==> src/rtl/kmer_count_hash_table_defines.svh <==
// Assertion macros used by the k-mer count table module.
`ifndef KMER_COUNT_HASH_TABLE_DEFINES_SVH
`define KMER_COUNT_HASH_TABLE_DEFINES_SVH
// Implication checked on every rising clock edge outside reset.
`define KCHT_ASSERT_IMP(lbl, clk, rst, ante, cons) \
   lbl: assert property (@(posedge clk) disable iff (rst) (ante) |-> (cons)) \
      else $error("assertion failed");
// Next-cycle implication checked outside reset.
`define KCHT_ASSERT_NEXT(lbl, clk, rst, ante, cons) \
   lbl: assert property (@(posedge clk) disable iff (rst) (ante) |=> (cons)) \
      else $error("assertion failed");
`endif

==> src/rtl/kcht_pkg.sv <==
// Package with types, constants and the key mixing function of the k-mer count table.
package kcht_pkg;
   localparam int unsigned SlotsDefault = 2048;
   localparam logic [11:0] ModulusReset = 12'd2039;

   localparam logic [1:0] OP_ADD    = 2'd0;
   localparam logic [1:0] OP_LOOKUP = 2'd1;
   localparam logic [1:0] OP_READ   = 2'd2;
   localparam logic [1:0] OP_SPARE  = 2'd3;

   localparam logic [1:0] ST_FOUND    = 2'd0;
   localparam logic [1:0] ST_INSERTED = 2'd1;
   localparam logic [1:0] ST_ABSENT   = 2'd2;
   localparam logic [1:0] ST_FULL     = 2'd3;

   // Index of the last of the seven key mixing steps.
   localparam logic [2:0] MixLastStep = 3'd6;

   typedef struct packed {
      logic [1:0]  opcode;
      logic [63:0] kmer_key;
      logic [31:0] add_amount;
      logic [10:0] slot_index;
   } req_type;

   typedef struct packed {
      logic [1:0]  status;
      logic [31:0] count_value;
      logic [63:0] key_value;
      logic [10:0] slot_number;
      logic [11:0] keys_held;
   } rsp_type;

   // Control from the sequencer to the modulo unit.
   typedef struct packed {
      logic        start;
      logic [63:0] dividend;
      logic [11:0] divisor;
   } mod_ctl_type;

   // One step of the shift-add-xor integer hash; the caller maps zero and one to two.
   function automatic logic [63:0] mix_step(input logic [63:0] h, input logic [2:0] step);
      logic [63:0] k;
      case (step)
         3'd0:    k = (~h) + (h << 21);
         3'd1:    k = h ^ (h >> 24);
         3'd2:    k = (h + (h << 3)) + (h << 8);
         3'd3:    k = h ^ (h >> 14);
         3'd4:    k = (h + (h << 2)) + (h << 4);
         3'd5:    k = h ^ (h >> 28);
         3'd6:    k = h + (h << 31);
         default: k = h;
      endcase
      return k;
   endfunction
endpackage

==> src/rtl/kcht_mod_unit.sv <==
// Restoring bit-serial modulo unit: 64-bit dividend by 12-bit divisor, one bit per cycle.
module kcht_mod_unit (
   input  logic                 clock,
   input  logic                 reset,
   input  kcht_pkg::mod_ctl_type ctl,
   output logic                 done,
   output logic [11:0]          remainder
);
   logic [63:0] dvd_ff, dvd_in;
   logic [12:0] rem_ff, rem_in;
   logic [11:0] div_ff, div_in;
   logic [6:0]  cnt_ff, cnt_in;
   logic        busy_ff, busy_in;
   logic [12:0] trial;

   // One quotient bit per cycle: shift in the next dividend bit, subtract if it fits.
   always_comb begin
      dvd_in  = dvd_ff;
      rem_in  = rem_ff;
      div_in  = div_ff;
      cnt_in  = cnt_ff;
      busy_in = busy_ff;
      trial   = {rem_ff[11:0], dvd_ff[63]};
      if (ctl.start) begin
         dvd_in  = ctl.dividend;
         rem_in  = 13'd0;
         div_in  = (ctl.divisor == 12'd0) ? 12'd1 : ctl.divisor;
         cnt_in  = 7'd0;
         busy_in = 1'b1;
      end else if (busy_ff) begin
         dvd_in = {dvd_ff[62:0], 1'b0};
         rem_in = (trial >= {1'b0, div_ff}) ? trial - {1'b0, div_ff} : trial;
         cnt_in = cnt_ff + 7'd1;
         if (cnt_ff == 7'd63) begin
            busy_in = 1'b0;
         end
      end
   end

   always_ff @(posedge clock) begin
      if (reset) begin
         busy_ff <= 1'b0;
         cnt_ff  <= 7'd0;
      end else begin
         busy_ff <= busy_in;
         cnt_ff  <= cnt_in;
      end
      dvd_ff <= dvd_in;
      rem_ff <= rem_in;
      div_ff <= div_in;
   end

   assign done      = busy_ff && (cnt_ff == 7'd63);
   assign remainder = rem_in[11:0];
endmodule

==> config.mk <==
export PLATFORM = sky130hd
export DESIGN_NAME = kcht_mod_unit
export DESIGN_NICKNAME = d
export VERILOG_FILES = /design/src/rtl/kmer_count_hash_table_defines.svh /design/src/rtl/kcht_pkg.sv /design/src/rtl/kcht_mod_unit.sv
export SDC_FILE = /design/constraint.sdc
export NUM_CORES = 1
export LEC_CHECK = 0
export ABC_AREA = 1
export BUFFER_PORTS_ARGS = -buffer_cell sky130_fd_sc_hd__buf_2
export CAP_MARGIN = 15
export CORE_MARGIN = 2
export CORE_UTILIZATION = 37
export CTS_BUF_LIST = sky130_fd_sc_hd__clkbuf_8
export CTS_CLUSTER_DIAMETER = 60
export DETAILED_ROUTE_END_ITERATION = 10
export PLACE_DENSITY = 0.65
export REMOVE_ABC_BUFFERS = 1
export SLEW_MARGIN = 10
export SYNTH_ARGS = -nofsm -noshare
export SYNTH_HDL_FRONTEND = slang
export SYNTH_SLANG_ARGS = --single-unit
==> constraint.sdc <==
create_clock -name clock -period 3.34 [get_ports clock]
set_clock_uncertainty 0.15 [all_clocks]
set_input_delay 0.334 -clock clock [delete_from_list [all_inputs] [get_ports clock]]
set_output_delay 0.334 -clock clock [all_outputs]
set_load 0.05 [all_outputs]
==> run metrics <==
status=complete, no violations; GR Overflow Total=0; final setup fails=0; leakage=2.83 nW; crit path max fanout=11; clock root buffer=clkbuf_8; number of global-route vias before repair=3987; Fin. Hold Viols=0; initial antenna violation count=0; synth unique cells=28; maximum vdd drop=0.292 mV; Ys Warns=0; GPL Wtd Cong=0.898; Synth top area share=0.471; Primary FF master, synth=edfxtp_1; I/O pin count=92; Post-synth EDFFs=76; # Post-CTS Setup Buffers=0; Worst Reg-to-Reg Cells=10; maximum root-to-sink buffer count=2; Die ar.=0.0140 mm²; worst rel slew slack=0.489; Yosys reg bits=96; DR vias=3951; first-pass GRT wire length=18300 µm; DRT antenna net count=0; Highest Signal Layer=met4; most common cell in the netlist=nand2_1; Final period util=0.913; Hold Path Depth=3; Finished Cell Area=0.00572 mm²; Total Routed Length=approximately 11000 µm; I/O Buffers=a little over 90; maxcap violations=0; largest net degree at the start of global routing=76; met2 wire len=4940 µm; mean area per synthesized cell=8.25 µm²; met3 wire length=around 650 µm; area leader, netlist=edfxtp_1; share of post-route cells with drive strength above 1=0.180; initial DRC count=295; Layout area overhead=18.1%; fin nets=767; Most common cell on crit path=nor2_1; Setup TNS=0 ns; # diodes=0; Total GRT Usage=0.162; Final Util=0.450; Seq/Total Area, Yosys=0.554; Overall Power=roughly 2.7 mW; Req. time, crit path=2.86 ns; crit path DAT=2.56 ns; min Tclk post-route=approximately 3.0 ns; Critical Path End Type=primary output; ys async rst share=0; placed cell area=approximately 0.0054 mm²; Post-Layout Cell Count=850; # DRC=0; Fmax=328 MHz; Max stage delay on crit path=0.37 ns; CTS tree=done; clock sinks=96; Worst-Margin Slew=0.764 ns; final hold slack=0.0567 ns; RSZ-0062 raised after global routing=no; M1 WL=4980 µm; DP Worst Slack=0.575 ns; detailed-route wire length per cell=12.6 µm; CORE AREA=0.0127 mm²; Starting Density=0.381; Die Ht=118 µm; crit-path cells=inv_1 -> ha_1 -> nand2_1 -> nor3_2 -> nand3_2 -> nand3_4 -> inv_4 -> nor2_1 -> nor2_1 -> nor2_1 -> buf_2; PwrDens=466 mW/mm²; Setup CP Type=flop to primary output; Clock transition at path regs=0.09 ns; synth top area cells=edfxtp_1, nand2_1, dfxtp_1; min-delay worst type=primary input to flop; Num CTS Buffers=9; Worst path slowest cell=ha_1; 1st-pass router iterations=4; setup ws final=0.291 ns; Worst-Skew Late Latency=0.38 ns; row count=41; Slew Viols, Final=0; DP HPWL=7700 µm; dpl cells=between 800 and 900; DIE WIDTH=118 µm; Critical Path Start Type=flop; commonest cells in the netlist=nand2_1, edfxtp_1, inv_1, nor2_1, clkbuf_1; post-DR vias/cell=4.65; Mapped Cells=587; H-tree levels=3; Post-Syn Area=0.00484 mm²
cell type report:
| class | count | area (µm²) |
|---|---|---|
| Clock inverter | 6 | 45.0 |
| Tap cell | 172 | 215 |
| Sequential cell | 96 | 2680 |
| Inverter | 61 | 231 |
| Clock buffer | 9 | 124 |
| Multi-Input combinational cell | 401 | 1820 |
| Timing Repair Buffer | 105 | 603 |
| Fill cell | 1315 | 7000 |
registers in the layout, indices dropped and copies added, names as in the netlist:
signal,flops
rem_ff,12
div_ff,12
cnt_ff,7
busy_ff,1
dvd_ff,64
timing repair:
action                                  in CTS  in global routing
endpoints found under the setup margin       0                  6
hold buffers                                11                  0
endpoints found under the hold margin       11                  0
gates resized for setup                      0                  3
worst max-delay path, delay by kind of cell, from the launching register on:
kind | cells | cell delay [ns]
fa+ha+maj | 1 | 0.37
buf+inv | 3 | 0.42
flops | 1 | 0.34
simple gates | 7 | 1.05
layer usage:
metal	global-route usage	up-vias
met5	0	-
li1	-	2025
met4	0.0484	0
met3	0.0492	15
met1	0.207	1809
met2	0.264	102
power by group:
part           total [mW]  leakage, nW  internal [mW]  switching, mW
Sequential           1.46        0.938           1.42         0.0444
Clock               0.687       0.0793          0.269          0.419
Combinational       0.516         1.81          0.182          0.334
Total                2.66         2.83           1.87          0.797
cell usage in the layout, fill, tap and decap left out, types with 4 or more instances in the layout:
cell type and n:
nor2_1 27, nand2_1 287, a21oi_1 11, edfxtp_1 76, ha_1 13, o21ai_0 4, nand4_1 10, dfxtp_1 20
clkbuf_8 9, inv_1 58, dlygate4sd3_1 11, nand3_1 24, buf_2 90
final timing paths:
check | startpoint | endpoint | slack (ns)
hold / removal | ctl[12] | dvd_ff[0] | 0.06
setup reg to reg | div_ff[9] | rem_ff[11] | 1.20
hold reg to reg | cnt_ff[2] | cnt_ff[2] | 0.35
setup / recovery | div_ff[9] | remainder[10] | 0.29
cell families after synthesis:
group | count (synthesis) | share of synthesized area
compound gates | 18 | 0.0222
fa+ha+maj | 14 | 0.0377
buf+inv | 90 | 0.0718
flops | 96 | 0.554
xor+xnor | 5 | 0.00905
simple gates | 364 | 0.305
Note: power is estimated with default switching activity, not from simulation.
